`config.mk`:
```
export PLATFORM = sky130hd
export DESIGN_NAME = log_record_deframer_crc_check
export DESIGN_NICKNAME = d
export VERILOG_FILES = /design/src/hdl/lrd_pkg.sv /design/src/hdl/log_record_deframer_crc_check.sv /design/src/hdl/lrd_front.sv /design/src/hdl/lrd_queue.sv /design/src/hdl/lrd_back.sv
export SDC_FILE = /design/constraint.sdc
export NUM_CORES = 1
export LEC_CHECK = 0
export ABC_AREA = 0
export BUFFER_PORTS_ARGS = -buffer_cell sky130_fd_sc_hd__clkbuf_2
export CORE_MARGIN = 4
export CORE_UTILIZATION = 30
export CTS_BUF_LIST = sky130_fd_sc_hd__clkbuf_8
export DETAILED_ROUTE_END_ITERATION = 8
export SYNTH_ARGS = -nofsm -noshare
export SYNTH_HDL_FRONTEND = slang
export SYNTH_HIERARCHICAL = 1
export SYNTH_SLANG_ARGS = --single-unit
```
`constraint.sdc`:
```
create_clock -name clock -period 3.95 [get_ports clock]
set_input_delay 0.1975 -clock clock [delete_from_list [all_inputs] [get_ports clock]]
set_output_delay 0.1975 -clock clock [all_outputs]
set_load 0.01 [all_outputs]
```
`src/hdl/lrd_pkg.sv`:
```
// Shared types, constants and the byte-wise CRC-32 step for the log record deframer.
// No dependencies.
package lrd_pkg;

   localparam int unsigned QUEUE_DEPTH = 4;
   localparam int unsigned HDR_LAST    = 7;
   localparam logic [31:0] CRC_POLY    = 32'hEDB8_8320;
   localparam logic [31:0] CRC_ONES    = 32'hFFFF_FFFF;

   localparam logic [1:0] END_CLEAN = 2'd0;
   localparam logic [1:0] END_TORN  = 2'd1;
   localparam logic [1:0] END_STOP  = 2'd2;

   // One classified byte, handed from the front parser to the CRC back end.
   typedef struct packed {
      logic [7:0]  log_byte;
      logic        is_payload;
      logic        rec_end;
      logic [31:0] exp_crc;
      logic        fin;
      logic        torn;
   } item_type;

   // Reflected CRC-32, one byte (eight shift steps).
   function automatic logic [31:0] crc_byte(input logic [31:0] crc, input logic [7:0] b);
      logic [31:0] c;
      c = crc ^ {24'd0, b};
      for (int k = 0; k < 8; k++) begin
         c = c[0] ? ((c >> 1) ^ CRC_POLY) : (c >> 1);
      end
      return c;
   endfunction

endpackage

```
`src/hdl/log_record_deframer_crc_check.sv`:
```
// Log record deframer with CRC-32 check. Bytes of a log enter one per
// transaction on the req_ side, with req_tlast on the last byte of the log.
// Each record is a 4-byte little-endian length, a 4-byte little-endian CRC-32
// (reflected, polynomial 0xEDB88320, init and final xor all ones) and the
// payload. Payload bytes come out as they arrive (rsp_tuser high); the last
// payload byte, or the last header byte of an empty record, carries the
// record verdict. After the first CRC mismatch every byte is dropped until
// the end of the log. The last byte always yields a transaction with
// rsp_tlast high and an end status: clean, torn tail (header or payload cut
// short) or stopped by CRC. Header bytes otherwise give no transaction.
// Rate: one byte per clock cycle sustained unless rsp_tready stalls the output.
// The front parser tracks header/length, a small queue decouples it from the CRC
// back end, whose byte-wide CRC update and compare are combinational. Depends on
// lrd_pkg, lrd_front, lrd_queue, lrd_back.
module log_record_deframer_crc_check #(
   parameter int unsigned QueueDepth = lrd_pkg::QUEUE_DEPTH   // 2 or more
) (
   input  logic        clock,
   input  logic        reset,
   // input byte stream
   input  logic        req_tvalid,
   output logic        req_tready,
   input  logic [7:0]  req_tdata,   // [7:0] log_byte
   input  logic        req_tlast,   // final_byte
   // result stream
   output logic        rsp_tvalid,
   input  logic        rsp_tready,
   output logic [15:0] rsp_tdata,   // [7:0] payload_byte, [8] record_end,
                                    // [9] record_good, [11:10] end_status, rest 0
   output logic        rsp_tuser,   // payload_valid
   output logic        rsp_tlast    // log_done
);

   lrd_pkg::item_type fe_item, q_item;
   logic fe_push, q_full, q_valid, q_pop;
   logic [7:0] out_byte;
   logic       out_rend, out_rgood;
   logic [1:0] out_status;

   // front: header parse and byte classification
   lrd_front u_front (
      .clock    (clock),
      .reset    (reset),
      .in_valid (req_tvalid),
      .in_byte  (req_tdata),
      .in_last  (req_tlast),
      .q_full   (q_full),
      .in_ready (req_tready),
      .push     (fe_push),
      .item     (fe_item)
   );

   lrd_queue #(
      .Depth (QueueDepth)
   ) u_queue (
      .clock    (clock),
      .reset    (reset),
      .push     (fe_push),
      .wr_item  (fe_item),
      .pop      (q_pop),
      .full     (q_full),
      .rd_valid (q_valid),
      .rd_item  (q_item)
   );

   // back: CRC, verdicts, stop handling, registered result
   lrd_back u_back (
      .clock      (clock),
      .reset      (reset),
      .q_valid    (q_valid),
      .q_item     (q_item),
      .pop        (q_pop),
      .out_valid  (rsp_tvalid),
      .out_ready  (rsp_tready),
      .out_byte   (out_byte),
      .out_pvalid (rsp_tuser),
      .out_rend   (out_rend),
      .out_rgood  (out_rgood),
      .out_done   (rsp_tlast),
      .out_status (out_status)
   );

   assign rsp_tdata = {4'd0, out_status, out_rgood, out_rend, out_byte};

endmodule

```
`src/hdl/lrd_front.sv`:
```
// Front parser: counts header bytes and payload length, tags each byte.
// Depends on lrd_pkg.
module lrd_front (
   input  logic              clock,
   input  logic              reset,
   input  logic              in_valid,
   input  logic [7:0]        in_byte,
   input  logic              in_last,
   input  logic              q_full,
   output logic              in_ready,
   output logic              push,
   output lrd_pkg::item_type item
);

   typedef enum logic {PH_HEADER, PH_PAYLOAD} phase_type;

   phase_type   phase_ff, phase_in;
   logic [2:0]  hdr_cnt_ff, hdr_cnt_in;
   logic [31:0] remaining_ff, remaining_in;
   logic [31:0] exp_crc_ff, exp_crc_in;
   logic [4:0]  shamt;

   assign in_ready = !q_full;
   assign push     = in_valid && !q_full;
   assign shamt    = {hdr_cnt_ff[1:0], 3'b000};

   always_comb begin
      phase_in     = phase_ff;
      hdr_cnt_in   = hdr_cnt_ff;
      remaining_in = remaining_ff;
      exp_crc_in   = exp_crc_ff;
      item.log_byte   = in_byte;
      item.is_payload = 1'b0;
      item.rec_end    = 1'b0;
      item.exp_crc    = exp_crc_ff;
      item.fin        = in_last;
      item.torn       = 1'b0;

      unique case (phase_ff)
         PH_HEADER: begin
            if (!hdr_cnt_ff[2]) begin
               remaining_in = (remaining_ff & ~(32'h0000_00FF << shamt))
                              | ({24'd0, in_byte} << shamt);
            end else begin
               exp_crc_in = (exp_crc_ff & ~(32'h0000_00FF << shamt))
                            | ({24'd0, in_byte} << shamt);
            end
            hdr_cnt_in = hdr_cnt_ff + 3'd1;
            item.exp_crc = exp_crc_in;
            if (hdr_cnt_ff == 3'(lrd_pkg::HDR_LAST)) begin
               if (remaining_ff == 32'd0) begin
                  item.rec_end = 1'b1;   // empty record
               end else begin
                  phase_in = PH_PAYLOAD;
               end
            end
         end
         PH_PAYLOAD: begin
            item.is_payload = 1'b1;
            remaining_in    = remaining_ff - 32'd1;
            if (remaining_ff == 32'd1) begin
               item.rec_end = 1'b1;
               phase_in     = PH_HEADER;
            end
         end
         default: ;
      endcase

      item.torn = (phase_in == PH_PAYLOAD) || (hdr_cnt_in != 3'd0);
   end

   always_ff @(posedge clock) begin
      if (reset) begin
         phase_ff     <= PH_HEADER;
         hdr_cnt_ff   <= 3'd0;
         remaining_ff <= 32'd0;
         exp_crc_ff   <= 32'd0;
      end else if (push) begin
         if (in_last) begin
            phase_ff     <= PH_HEADER;
            hdr_cnt_ff   <= 3'd0;
            remaining_ff <= 32'd0;
            exp_crc_ff   <= 32'd0;
         end else begin
            phase_ff     <= phase_in;
            hdr_cnt_ff   <= hdr_cnt_in;
            remaining_ff <= remaining_in;
            exp_crc_ff   <= exp_crc_in;
         end
      end
   end

endmodule

```
`src/hdl/lrd_queue.sv`:
```
// Short FIFO of tagged bytes between front parser and CRC back end.
// Depends on lrd_pkg.
module lrd_queue #(
   parameter int unsigned Depth = lrd_pkg::QUEUE_DEPTH
) (
   input  logic              clock,
   input  logic              reset,
   input  logic              push,
   input  lrd_pkg::item_type wr_item,
   input  logic              pop,
   output logic              full,
   output logic              rd_valid,
   output lrd_pkg::item_type rd_item
);

   localparam int unsigned PtrW = (Depth > 1) ? $clog2(Depth) : 1;
   localparam int unsigned CntW = $clog2(Depth + 1);

   lrd_pkg::item_type mem [Depth];
   logic [PtrW-1:0] wr_ptr_ff, rd_ptr_ff;
   logic [CntW-1:0] count_ff;

   assign full     = (count_ff == CntW'(Depth));
   assign rd_valid = (count_ff != '0);
   assign rd_item  = mem[rd_ptr_ff];

   always_ff @(posedge clock) begin
      if (push) begin
         mem[wr_ptr_ff] <= wr_item;
      end
   end

   always_ff @(posedge clock) begin
      if (reset) begin
         wr_ptr_ff <= '0;
         rd_ptr_ff <= '0;
         count_ff  <= '0;
      end else begin
         if (push) begin
            wr_ptr_ff <= (wr_ptr_ff == PtrW'(Depth - 1)) ? '0 : wr_ptr_ff + PtrW'(1);
         end
         if (pop) begin
            rd_ptr_ff <= (rd_ptr_ff == PtrW'(Depth - 1)) ? '0 : rd_ptr_ff + PtrW'(1);
         end
         if (push && !pop) begin
            count_ff <= count_ff + CntW'(1);
         end else if (pop && !push) begin
            count_ff <= count_ff - CntW'(1);
         end
      end
   end

endmodule

```
`src/hdl/lrd_back.sv`:
```
// Back end: running CRC, record verdicts, stop after mismatch, output register.
// Depends on lrd_pkg.
module lrd_back (
   input  logic              clock,
   input  logic              reset,
   input  logic              q_valid,
   input  lrd_pkg::item_type q_item,
   output logic              pop,
   output logic              out_valid,
   input  logic              out_ready,
   output logic [7:0]        out_byte,
   output logic              out_pvalid,
   output logic              out_rend,
   output logic              out_rgood,
   output logic              out_done,
   output logic [1:0]        out_status
);

   logic [31:0] crc_ff, crc_in, crc_upd;
   logic        stopped_ff, stopped_in;
   logic        good, active, emit, slot_free;
   logic        valid_ff;
   logic [7:0]  byte_ff;
   logic        pvalid_ff, rend_ff, rgood_ff, done_ff;
   logic [1:0]  status_ff, status_in;

   assign slot_free = !valid_ff || out_ready;
   assign pop       = q_valid && slot_free;
   assign active    = !stopped_ff;

   always_comb begin
      crc_upd    = q_item.is_payload ? lrd_pkg::crc_byte(crc_ff, q_item.log_byte) : crc_ff;
      good       = ((crc_upd ^ lrd_pkg::CRC_ONES) == q_item.exp_crc);
      stopped_in = stopped_ff || (active && q_item.rec_end && !good);
      emit       = q_item.fin || (active && (q_item.is_payload || q_item.rec_end));
      if (q_item.rec_end || q_item.fin) begin
         crc_in = lrd_pkg::CRC_ONES;
      end else begin
         crc_in = crc_upd;
      end
      if (!q_item.fin) begin
         status_in = lrd_pkg::END_CLEAN;
      end else if (stopped_in) begin
         status_in = lrd_pkg::END_STOP;
      end else if (q_item.torn) begin
         status_in = lrd_pkg::END_TORN;
      end else begin
         status_in = lrd_pkg::END_CLEAN;
      end
   end

   always_ff @(posedge clock) begin
      if (reset) begin
         crc_ff     <= lrd_pkg::CRC_ONES;
         stopped_ff <= 1'b0;
         valid_ff   <= 1'b0;
      end else if (pop) begin
         crc_ff     <= crc_in;
         stopped_ff <= stopped_in && !q_item.fin;
         valid_ff   <= emit;
      end else if (out_ready) begin
         valid_ff   <= 1'b0;
      end
   end

   always_ff @(posedge clock) begin
      if (pop) begin
         byte_ff   <= (active && q_item.is_payload) ? q_item.log_byte : 8'd0;
         pvalid_ff <= active && q_item.is_payload;
         rend_ff   <= active && q_item.rec_end;
         rgood_ff  <= active && q_item.rec_end && good;
         done_ff   <= q_item.fin;
         status_ff <= status_in;
      end
   end

   assign out_valid  = valid_ff;
   assign out_byte   = byte_ff;
   assign out_pvalid = pvalid_ff;
   assign out_rend   = rend_ff;
   assign out_rgood  = rgood_ff;
   assign out_done   = done_ff;
   assign out_status = status_ff;

endmodule

```
# After elaboration in Yosys (flattened, before gate mapping)
# Memories as Yosys holds them, arrays and structs flattened. A register that Yosys moved wholly into a read port is not among the register bits.
# Cells that the tools add are included.
# W data, S select, Z words.
# totals
reg_bits	123
ramBits	176
input_bits	13
out_inout_bits	20
wordCells	120
n_memories	1
# classes
addsub	6
eq_ne	7
n_shift	2
n_mux	40
bitwise_logic	17
n_reduce_logical	30
# mem_list
memory	depth	word_bits	rd	rd_ports_with_merged_regs	wr	line_no	source
u_queue.mem	4	44	1	1	1	lrd_queue.sv:19	lrd_pkg::item_type mem [Depth];
# op_table
cell	count
$mux W32	15
$not A13 Y14	8
$and A32 B32 Y32	2
$not A32 Y32	2
$or A32 B32 Y32	2
$pmux W32 S2	1
$eq A32 B1 Y1 const B	1
$eq A32 B32 Y1	1
$logic_not A32 Y1	1
$shl A8 B5 Y32	1
$shl A8 B5 Y32 const A	1
$sub A32 B1 Y32 const B	1
$xor A32 B8 Y32	1
$mux W1	13
$mux W3	4
$logic_and A1 B1 Y1	10
$mux W2	5
$logic_not A1 Y1	7
$add A3 B1 Y3 const B	2
$eq A3 B3 Y1 const B	2
$logic_or A1 B1 Y1	6
$reduce_bool A3 Y1	2
$add A2 B1 Y2 const B	2
$eq A2 B2 Y1 const B	2
7 further kinds	10

# Depth between registers and ports, before layout
# Gate-level depths: netlist of the first run.
# logic_depth
word_depth	24
mapped_depth	12
depth_no_buf	10

# Cells and area by module
# The synthesis of the first run kept the hierarchy.
# by_module_without_submodules
mod	n_inst	cells_each	area_each_um2	seq_area_each_um2
lrd_queue	1	274	6849.1	5465.2
lrd_front	1	521	4177.8	1361.3
lrd_back	1	351	3597.2	1101.1
log_record_deframer_crc_check	1	7	48.8	0.0

# Worst setup path before layout of the first run
# OpenSTA, ideal clock, no wires.
# synth_timing
path_kind	register to register
from	reg (tool-made name)
to	reg u_back.status_ff[1], in the netlist u_back/out_status[1], data pin
arrival_ns	3.378
required_time_ns	3.680
path_slack_ns	0.303
path_stages_with_launch	12
period_less_slack_ns	3.647
path_cell_list	dfxtp_1 buf_6 mux4_1 xor2_4 xnor3_2 xnor3_2 xnor2_1 o21ai_1 nand3_1 or4_4 o21ai_2 a21boi_0
# synth_rtl
item	line_no	source
end signal: assignment	lrd_back.sv:73	status_ff <= status_in;
end: declaration	lrd_back.sv:25	logic [1:0] status_ff, status_in;

==> results of run 1 <==
-- metal layers --
| metal | wire length (um) | part of all wire (%) | vias to the layer above | track usage, % |
|---|---|---|---|---|
| li1 | - | - | 4590 | - |
| met1 | 17600 | 44 | 5076 | 20.3 |
| met2 | 18400 | 46 | 348 | 23.0 |
| met3 | 2670 | 6.7 | 65 | 3.35 |
| met4 | 939 | 2.4 | 0 | 4.43 |
| met5 | 0 | 0 | - | 0 |
-- worst min-delay path by stage --
| stage | from | endpoint | slack, ns | depth (start not counted) |
|---|---|---|---|---|
| detailed placement | u_queue/count_ff[2] | u_queue/count_ff[2] | 0.49 | 2 |
| finish | reset | u_front/exp_crc_ff[1] | 0.08 | 2 |
| global placement | u_queue/count_ff[2] | u_queue/count_ff[2] | 0.47 | 2 |
| CTS | reset | u_front/exp_crc_ff[1] | 0.04 | 2 |
| floorplan | reset | u_queue/count_ff[2] | 0.27 | 1 |
| global route | reset | u_front/exp_crc_ff[5] | 0.08 | 2 |
-- area by class of cell --
class	instances	share of cell area, %
well taps	615	4.62
clock buffers	52	4.29
multi-input cells	747	37.6
inverters	22	0.495
diodes	1	0.0150
flip-flops and latches	301	47.6
clock inverters	35	1.21
repair buffers	95	4.15
-- cell families after synthesis --
family | after synthesis | share of synthesized area [%]
AOI/OAI and AO/OA | 277 | 14.0
xor gates and xnor gates | 113 | 9.21
adders and majority gates | 14 | 1.25
buffers and inverters | 108 | 3.90
DFF | 301 | 54.0
muxes | 56 | 7.68
other | 1 | 0.0256
and+or+nand+nor | 283 | 9.96
-- through the flow --
step	instances	area (sq um)
final	1868	16700
after global routing	1868	16700
after CTS	1867	16600
after detailed placement	1778	15700
after global placement	1778	15700
after floorplan	1156	14700
-- worst max-delay path, delay by kind of cell (launching register included) --
kind / cells / cell delay [ns]
xor gates and xnor gates: 2 / 0.46
and+or+nand+nor: 4 / 1.01
AOI/OAI and AO/OA: 2 / 0.23
muxes: 2 / 0.90
DFF: 1 / 0.43
buffers and inverters: 3 / 0.51
-- where the power goes --
group          switching (mW)  internal (mW)  total [mW]
Sequential              0.286           3.76        4.04
Combinational            4.28           4.01        8.29
Clock                    1.23           1.34        2.57
-- cells in the final DEF, fill, tap and decap left out, drive strengths merged, types with 7 or more instances in the layout --
cell    count
a21oi      35
a221oi     35
a22o       41
a22oi      34
and2        8
and3       10
buf        66
clkbuf     79
clkinv     13
dfxtp     111
edfxtp    190
ha         13
inv        41
mux2i      11
mux4       44
nand2      34
nand2b     36
nand3      13
nand4       9
nor2       93
nor3       25
nor3b       7
nor4       18
o21ai      25
o22ai      33
o31ai      23
or3        10
or4         7
xnor2      63
xnor3      18
xor2       31
-- flip-flops by register name, indices dropped and copies added, names as in the netlist, named ones only --
register,flops
u_queue/mem,176
u_back/crc_ff,32
u_front/exp_crc_ff,32
u_front/remaining_ff,32
u_back/out_byte,8
u_front/hdr_cnt_ff,3
u_queue/count_ff,3
u_back/out_status,2
u_queue/rd_ptr_ff,2
u_queue/wr_ptr_ff,2
u_back/out_done,1
u_back/out_pvalid,1
u_back/out_rend,1
u_back/out_rgood,1
u_back/out_valid,1
u_back/stopped_ff,1
u_front/phase_ff,1
-- repair_timing --
item	CTS	global route
endpoints found under the hold margin	5	0
setup endpoints to repair	1	3
hold buffers	2	0
gates resized for setup	1	13
pin swaps	0	3
==> key figures, run 1 <==
Die
  – Ports: 33
  – Core area: a little under 50000 sq um
  – Initial Util: a little under a third
  – Die Y: 229 um
  – Die area: about 53000 sq um
  – Die span in x: around 230 um
  – Cell Rows: 80

Global routing
  – Initial antenna violation count: 1
  – Maximum number of pins on one net before global-route repair: 78
  – Total grt overflow: 0
  – First-pass GRT wire length: 60600 um
  – Vias in the first global route: ~9800
  – Gr usage total: between 10 and 15%

Clock network
  – Clock root buffer: clkbuf_8
  – Total CTS buffers: between 40 and 50
  – Worst-Skew Late Latency: 0.58 ns
  – Clock tree buffer depth: 3
  – CTS tree: built
  – Post CTS Setup Buffer Count: 0
  – Sinks on Clock Net: roughly 300
  – Clock transition at path regs: 0.07 ns
  – Clock H-tree levels: 2

Synthesis
  – Mapped Cells: about 1200
  – Post-Synthesis Cell Area: 14700 sq um
  – EDFF count, synth: 190
  – YS warnings: 6
  – Synth area leader: edfxtp_1
  – Synth Flop Type: edfxtp_1
  – Yosys cell types: 79
  – Yosys reg bits: around 300
  – Commonest cells post-synth: 190 x edfxtp_1, 111 x dfxtp_1, 93 x nor2_1
  – Syn_area_per_cell: ~13 sq um
  – Top post-synthesis cells by area: edfxtp_1 39%, dfxtp_1 15%, mux4_2 6.1%, xnor2_1 3.3%, a22o_1 2.4%
  – Top cell type's share of synthesized area: 38.9%
  – Post-synth ARST share: 0%
  – Most frequent cell after synthesis: edfxtp_1
  – Seq/Total Area, Yosys: between 50% and 60%

Critical path
  – Max FO, Critical Path: 7
  – Worst path arrival time: 4.11 ns
  – FF-to-FF setup slack: ~0.13 ns
  – Slowest stage cell, crit path: mux4_2
  – Critical path class: register to register
  – CP endpoint kind: register
  – Worst r2r path cells: 13
  – Critical path endpoint: u_back/out_status[1]
  – RR Endpoint: u_back/out_status[1]
  – CP startpoint kind: register
  – Critical path's largest stage delay: 0.56 ns
  – Critical-path cell list: buf_12, mux4_2, buf_4, xnor3_1, xnor3_1, nand2_1, mux2_2, nor4_1, buf_4, nand4_1, or4_4, o21ai_2, a21boi_0
  – Worst EP required: ~4.3 ns

Route
  – Vias: slightly above 10000
  – Antenna Violating Nets Remaining: 0
  – Via-per-instance ratio: 5.40
  – WL final: roughly 40000 um
  – # DRC: 0
  – Wire per inst: 21.2 um
  – Iter 0 DRT Violations: about 1100
  – Pre-Repair DR Iteration Count: 6

Outcome
  – Status: completed

Pwr
  – Leak: 5.80 nW
  – Tot Pwr: about 15 mW
  – VDD IR-drop max: approximately 0.53 mV
  – Pwr dens: 894 nW/um^2

Timing
  – FMAX: 262 MHz
  – Endpoints failing setup: 0
  – Final hold viol count: 0
  – Fin crit share: 96.6%
  – Fin crit period: ~3.8 ns
  – RSZ-0062 raised after global routing: no
  – Slew Limit Fails: 0
  – Hold slack: around 0.075 ns
  – Least-Margin Pin Slew: 1.14 ns
  – Worst slew margin: between 20% and 30%
  – Worst setup margin: around 0.13 ns
  – Clk_skew: between 0.015 and 0.02 ns
  – Final setup TNS: 0 ns

Place
  – Placer congestion estimate: 0.891
  – Final HPWL DP: roughly 26000 um
  – IO Port Bufs: 28
  – Dpl ws: -0.000894 ns

Final layout
  – FF/Latch Area: 7930 sq um
  – Fill cells: between 4000 and 5000
  – Area Overhead vs Synth: 13.6%
  – Fraction of layout cells with a size suffix above 1: a little under a fifth
  – Area of the multi-input gates: roughly 6300 sq um
  – Final Core Density: roughly a third
  – Net count reported at finish: around 1200

Worst hold path
  – Hold Crit Class: input port to register

Run
  – Max Cap Viol: 0
Note: power is estimated with default switching activity, not from simulation.
==> inputs of run 2 (changes only) <==
--- a/config.mk
+++ b/config.mk
@@ -11,6 +11,7 @@
 export CORE_UTILIZATION = 30
 export CTS_BUF_LIST = sky130_fd_sc_hd__clkbuf_8
 export DETAILED_ROUTE_END_ITERATION = 8
+export PLACE_DENSITY = 0.45
 export SYNTH_ARGS = -nofsm -noshare
 export SYNTH_HDL_FRONTEND = slang
 export SYNTH_HIERARCHICAL = 1
==> key figures, run 2 (synthesized netlist as in run 1, its figures left out) <==
Place
  – Post-place instance area: between 15000 and 20000 sq um
  – Final HPWL DP: ~28000 um
  – Placer congestion estimate: a little under 0.9
  – IO Port Bufs: 28

Clock network
  – CTS tree: built
  – Clock tree buffer depth: 3
  – Clock root buffer: clkbuf_8
  – Clock H-tree levels: 2
  – Sinks on Clock Net: 301
  – Clock transition at path regs: 0.06 ns
  – Total CTS buffers: 52
  – Worst-Skew Late Latency: a little over 0.6 ns

Die
  – Core area: 48000 sq um
  – Cell Rows: 80
  – Die span in x: 229 um
  – Die area: roughly 53000 sq um
  – Die Y: about 230 um
  – Initial Util: a little under a third
  – Ports: 33

Final layout
  – Most flops, register: u_queue/mem
  – Commonest non-fill, non-tap cell in the layout: edfxtp_1
  – Fraction of layout cells with a size suffix above 1: between 10% and 20%
  – Final Core Density: approximately a third
  – Area Overhead vs Synth: 14.3%
  – Most frequent cells in the layout: 190 x edfxtp_1, 108 x dfxtp_1, 93 x nor2_1
  – Number of flip-flops in the largest register: approximately 180
  – Diode count: 0
  – Net count reported at finish: around 1300
  – Post-route cell area: 16800 sq um

Route
  – Antenna Violating Nets Remaining: 0
  – Wire per inst: roughly 23 um
  – Iter 0 DRT Violations: approximately 840
  – Via-per-instance ratio: ~5.4
  – Vias: a little over 10000
  – Met3 Routed Length: about 2100 um
  – # DRC: 0
  – Met1 WL: a little under 20000 um
  – Max Used Layer: met4
  – WL final: between 40000 and 50000 um
  – Routed wl met2: a little over 20000 um
  – Pre-Repair DR Iteration Count: 5

Timing
  – Hold slack: between 0.15 and 0.2 ns
  – Least-Margin Pin Slew: approximately 1.1 ns
  – Clk_skew: between 0.015 and 0.02 ns
  – Fin crit period: approximately 3.8 ns
  – Final setup TNS: 0 ns
  – Fin crit share: 96.8%
  – Slew Limit Fails: 0
  – Worst slew margin: between 20% and 30%
  – FMAX: 261 MHz
  – Final hold viol count: 0
  – Endpoints failing setup: 0

Critical path
  – Worst EP required: about 4.3 ns
  – Critical path class: register to register
  – Worst path arrival time: between 4 and 5 ns
  – RR Endpoint: u_back/out_status[1]
  – CP endpoint kind: register
  – FF-to-FF setup slack: 0.13 ns
  – CP startpoint kind: register
  – Max FO, Critical Path: 8
  – Worst r2r path cells: 11

Pwr
  – VDD IR-drop max: around 0.49 mV
  – Leak: slightly below 6 nW
  – Pwr dens: around 900 nW/um^2
  – Tot Pwr: 15.3 mW

Global routing
  – Total grt overflow: 0
  – First-pass GRT wire length: 64900 um
  – Maximum number of pins on one net before global-route repair: 78
  – Gr usage total: 16.0%
  – Initial antenna violation count: 0
  – Vias in the first global route: between 10000 and 15000

Worst hold path
  – Hold Crit Class: input port to register
  – WHS Path Cells: 1
  – Hold Startpoint: req_tdata[5]
  – WHS Endpoint: u_queue/mem[2][41]

Outcome
  – Status: completed

Run
  – Max Cap Viol: 0
## run 2: changes by cell type in the layout (fill, tap and decap cells not counted), sizes merged
cell         before  now
buf              66   72
clkbuf           79   85
clkinv           13   15
dlygate4sd3       2    4
bufinv            2    1
clkinvlp          1    2
diode             1    0
inv              41   42
## run 2: what timing repair did
item                                   in CTS  in global routing
setup endpoints to repair                   2                  3
pin swaps                                   0                  4
resized for setup                           1                  5
endpoints found under the hold margin      29                  0
setup buffers                               0                  0
hold buffers                                4                  0
## run 2: worst max path at each step
stage	startpoint	to	slack (ns)	cells after the start
finish	register	u_back/out_status[1]	0.13	11
CTS	register	u_back/out_status[1]	0.04	11
global route	register	u_back/out_status[1]	-0.0008	11
global placement	register	u_back/out_status[1]	-0.02	11
floorplan	register	u_back/out_status[1]	0.30	11
detailed placement	register	u_back/out_status[1]	-0.02	11
## run 2: layout make-up
class                           count  area [sq um]
Fill cell                        4745         31300
Sequential cell                   301          7930
Inverter                           22          82.6
Timing Repair Buffer              103           773
Clock buffer                       58           798
Clock inverter                     38           186
Tap cell                          615           769
Multi-Input combinational cell    747          6220
## run 2: per-stage QoR
stage,std cells,setup WS [ns]
after floorplan,1156,0.303
after detailed placement,1784,-0.0210
after global routing,1884,-0.000814
after global placement,1784,-0.0203
after CTS,1884,0.0358
final,1884,0.126
## run 2: routing by layer
metal	track usage [%]	vias up
met4	5.14	0
li1	-	4619
met3	2.96	81
met5	0	-
met2	25.7	281
met1	22.0	5125
## run 2: report_power, final
| group | internal, mW | switching, mW | leakage (nW) | total [mW] |
|---|---|---|---|---|
| sequential | 3.76 | 0.297 | 2.59 | 4.05 |
| clock | 1.41 | 1.30 | 0.584 | 2.71 |
| combinational | 4.12 | 4.39 | 2.70 | 8.51 |
| total | 9.28 | 5.99 | 5.87 | 15.3 |
## run 2: worst max-delay path: stages, from the launching register on
cell	delay, ns
dfxtp_4	0.46
mux4_1	0.69
xor2_4	0.18
buf_4	0.22
xnor3_2	0.49
xnor2_1	0.17
buf_4	0.15
a211o_1	0.29
a221oi_1	0.35
nand3_1	0.27
o21ai_2	0.21
a21boi_0	0.09
==> inputs of run 3 (changes only) <==
--- a/config.mk
+++ b/config.mk
@@ -12,6 +12,7 @@
 export CTS_BUF_LIST = sky130_fd_sc_hd__clkbuf_8
 export DETAILED_ROUTE_END_ITERATION = 8
 export PLACE_DENSITY = 0.45
+export SETUP_SLACK_MARGIN = 0.2
 export SYNTH_ARGS = -nofsm -noshare
 export SYNTH_HDL_FRONTEND = slang
 export SYNTH_HIERARCHICAL = 1
==> key figures, run 3 (synthesized netlist as in run 1, its figures left out) <==
Timing
  – Hold slack: ~0.15 ns
  – FMAX: 268 MHz
  – Fin crit share: 94.5%
  – Worst setup margin: between 0.2 and 0.25 ns
  – Worst slew margin: between 20% and 30%
  – RSZ-0062 raised after global routing: yes
  – Fin crit period: around 3.7 ns
  – Final hold viol count: 0
  – Least-Margin Pin Slew: about 1.1 ns
  – Endpoints failing setup: 0
  – Clk_skew: 0.0218 ns
  – Slew Limit Fails: 0

Pwr
  – VDD IR-drop max: around 0.49 mV
  – Leak: between 5 and 6 nW
  – Sw Share: approximately two fifths
  – Tot Pwr: 15.7 mW
  – Comb pwr share: 57.1%
  – Internal: approximately 9.6 mW
  – Reg power frac: between 20% and 30%
  – Switching power: between 6 and 7 mW
  – Pwr dens: 928 nW/um^2
  – Clock share of power: around 17%

Final layout
  – Net count reported at finish: 1267
  – Most frequent cells in the layout: 190 x edfxtp_1, 108 x dfxtp_1, 92 x nor2_1
  – Final Instance Count excl. Fillers: ~1900
  – Most flops, register: u_queue/mem
  – Post-route cell area: 17000 sq um
  – Area Overhead vs Synth: 15.7%
  – Fill cells: 4731
  – Number of flip-flops in the largest register: 176
  – Commonest non-fill, non-tap cell in the layout: edfxtp_1
  – Fraction of layout cells with a size suffix above 1: about a fifth
  – Diode count: 0

Critical path
  – CP endpoint kind: register
  – Critical path's largest stage delay: between 0.5 and 0.6 ns
  – RR Endpoint: u_back/out_status[1]
  – Worst EP required: 4.30 ns
  – Worst path arrival time: 4.08 ns
  – CP startpoint kind: register
  – Max FO, Critical Path: 8
  – Critical path's most frequent cell: buf_4
  – Worst r2r path cells: 12
  – Critical-path cell list: buf_12, mux4_2, xor2_4, buf_4, xnor3_2, xnor2_1, buf_4, a211o_1, a221oi_1, nand3_1, o21ai_2, a21boi_0
  – Critical path endpoint: u_back/out_status[1]
  – Slowest stage cell, crit path: mux4_2
  – Critical path class: register to register
  – FF-to-FF setup slack: roughly 0.22 ns

Place
  – IO Port Bufs: 28
  – Placer congestion estimate: just under 0.9
  – Final HPWL DP: ~28000 um
  – Dpl ws: -0.0210 ns
  – DP Cell Count: 1784
  – Post-place instance area: between 15000 and 20000 sq um

Route
  – Met3 Routed Length: about 2000 um
  – # DRC: 0
  – Met1 WL: ~20000 um
  – Vias: approximately 10000
  – Max Used Layer: met4
  – WL final: between 40000 and 50000 um
  – Pre-Repair DR Iteration Count: 7
  – Routed wl met2: between 20000 and 25000 um
  – Iter 0 DRT Violations: between 800 and 900
  – Wire per inst: between 20 and 25 um
  – Antenna Violating Nets Remaining: 0
  – Via-per-instance ratio: between 5 and 6

Worst hold path
  – Hold Crit Class: input port to register

Run
  – Max Cap Viol: 0

Global routing
  – Maximum number of pins on one net before global-route repair: a little under 80
  – Vias in the first global route: slightly above 10000
  – Initial antenna violation count: 0
  – Gr usage total: 16.0%
  – Total grt overflow: 0
  – First-pass GRT wire length: about 65000 um

Clock network
  – Sinks on Clock Net: 301
  – Clock root buffer: clkbuf_8
  – Clock transition at path regs: approximately 0.06 ns
  – Total CTS buffers: 52
  – CTS tree: built
  – Clock tree buffer depth: 3
  – Worst-Skew Late Latency: 0.61 ns
  – Clock H-tree levels: 2

Die
  – Initial Util: 30.5%
  – Die area: about 53000 sq um
  – Die Y: 229 um
  – Cell Rows: 80
  – Ports: 33
  – Die span in x: 229 um
  – Core area: around 48000 sq um

Outcome
  – Status: completed
run 3: changes by cell type in the layout (fill, tap and decap cells not counted), moves of 2 or more:
cell     delta
buf_4      +10
mux4_1      -2
mux4_2      +2
xnor2_1     -3
xnor2_4     +3
run 3: critical path: cells and delay by family, from the launching register on:
| family | cells | cell delay (ns) |
|---|---|---|
| compound gates | 4 | 0.90 |
| mux | 1 | 0.57 |
| flops | 1 | 0.40 |
| buf+inv | 3 | 0.53 |
| simple gates | 1 | 0.23 |
| xor+xnor | 3 | 0.84 |
run 3: final cells by class:
| class | instances | area [sq um] | share of cell area, % |
|---|---|---|---|
| inverter | 22 | 82.6 | 0.487 |
| clock inverter | 38 | 186 | 1.10 |
| timing repair buffer | 116 | 905 | 5.33 |
| sequential | 301 | 7930 | 46.7 |
| tap | 615 | 769 | 4.53 |
| multi-input combinational | 747 | 6300 | 37.1 |
| clock buffer | 58 | 798 | 4.70 |
run 3: worst min path at each step:
stage / slack [ns] / start / endpoint / cells past startpoint
2_1_floorplan: 0.27 / reset / u_queue/count_ff[2] / 1
3_3_place_gp: 0.48 / u_queue/count_ff[2] / u_queue/count_ff[2] / 2
3_5_place_dp: 0.49 / u_queue/count_ff[2] / u_queue/count_ff[2] / 2
4_1_cts: 0.10 / req_tdata[3] / u_queue/mem[1][39] / 1
5_1_grt: 0.11 / req_tdata[5] / u_queue/mem[2][41] / 1
6_report: 0.15 / req_tdata[3] / u_queue/mem[1][39] / 1
run 3: layer usage:
layer / global-route usage (%) / up-vias
met5: 0 / -
met4: 5.04 / 0
met3: 2.96 / 74
met2: 25.8 / 298
met1: 22.0 / 5166
li1: - / 4648
run 3: through the flow:
step | setup TNS, ns | util [%]
6_report | 0 | 35.3
5_1_grt | 0 | 35.3
4_1_cts | 0 | 34.9
3_5_place_dp | -0.0210 | 32.7
3_3_place_gp | -0.0203 | 32.7
2_1_floorplan | 0 | -
run 3: what timing repair did:
action,in CTS,in global routing
buffers inserted,3,9
hold buffers,4,0
resized for setup,9,12
endpoints found under the setup margin,4,4
cloned,0,1
hold endpoints to repair,29,0
pin swaps,4,7
run 3: power by group through the flow:
stage          Sequential, mW  Clock [mW]  Combinational (mW)
3_5_place_dp             4.12           0                8.39
5_1_grt                  4.08        2.96                9.55
3_3_place_gp             4.12           0                8.41
6_report                 4.04        2.71                9.00
2_1_floorplan            4.01           0                5.72
4_1_cts                  4.06        2.81                8.64
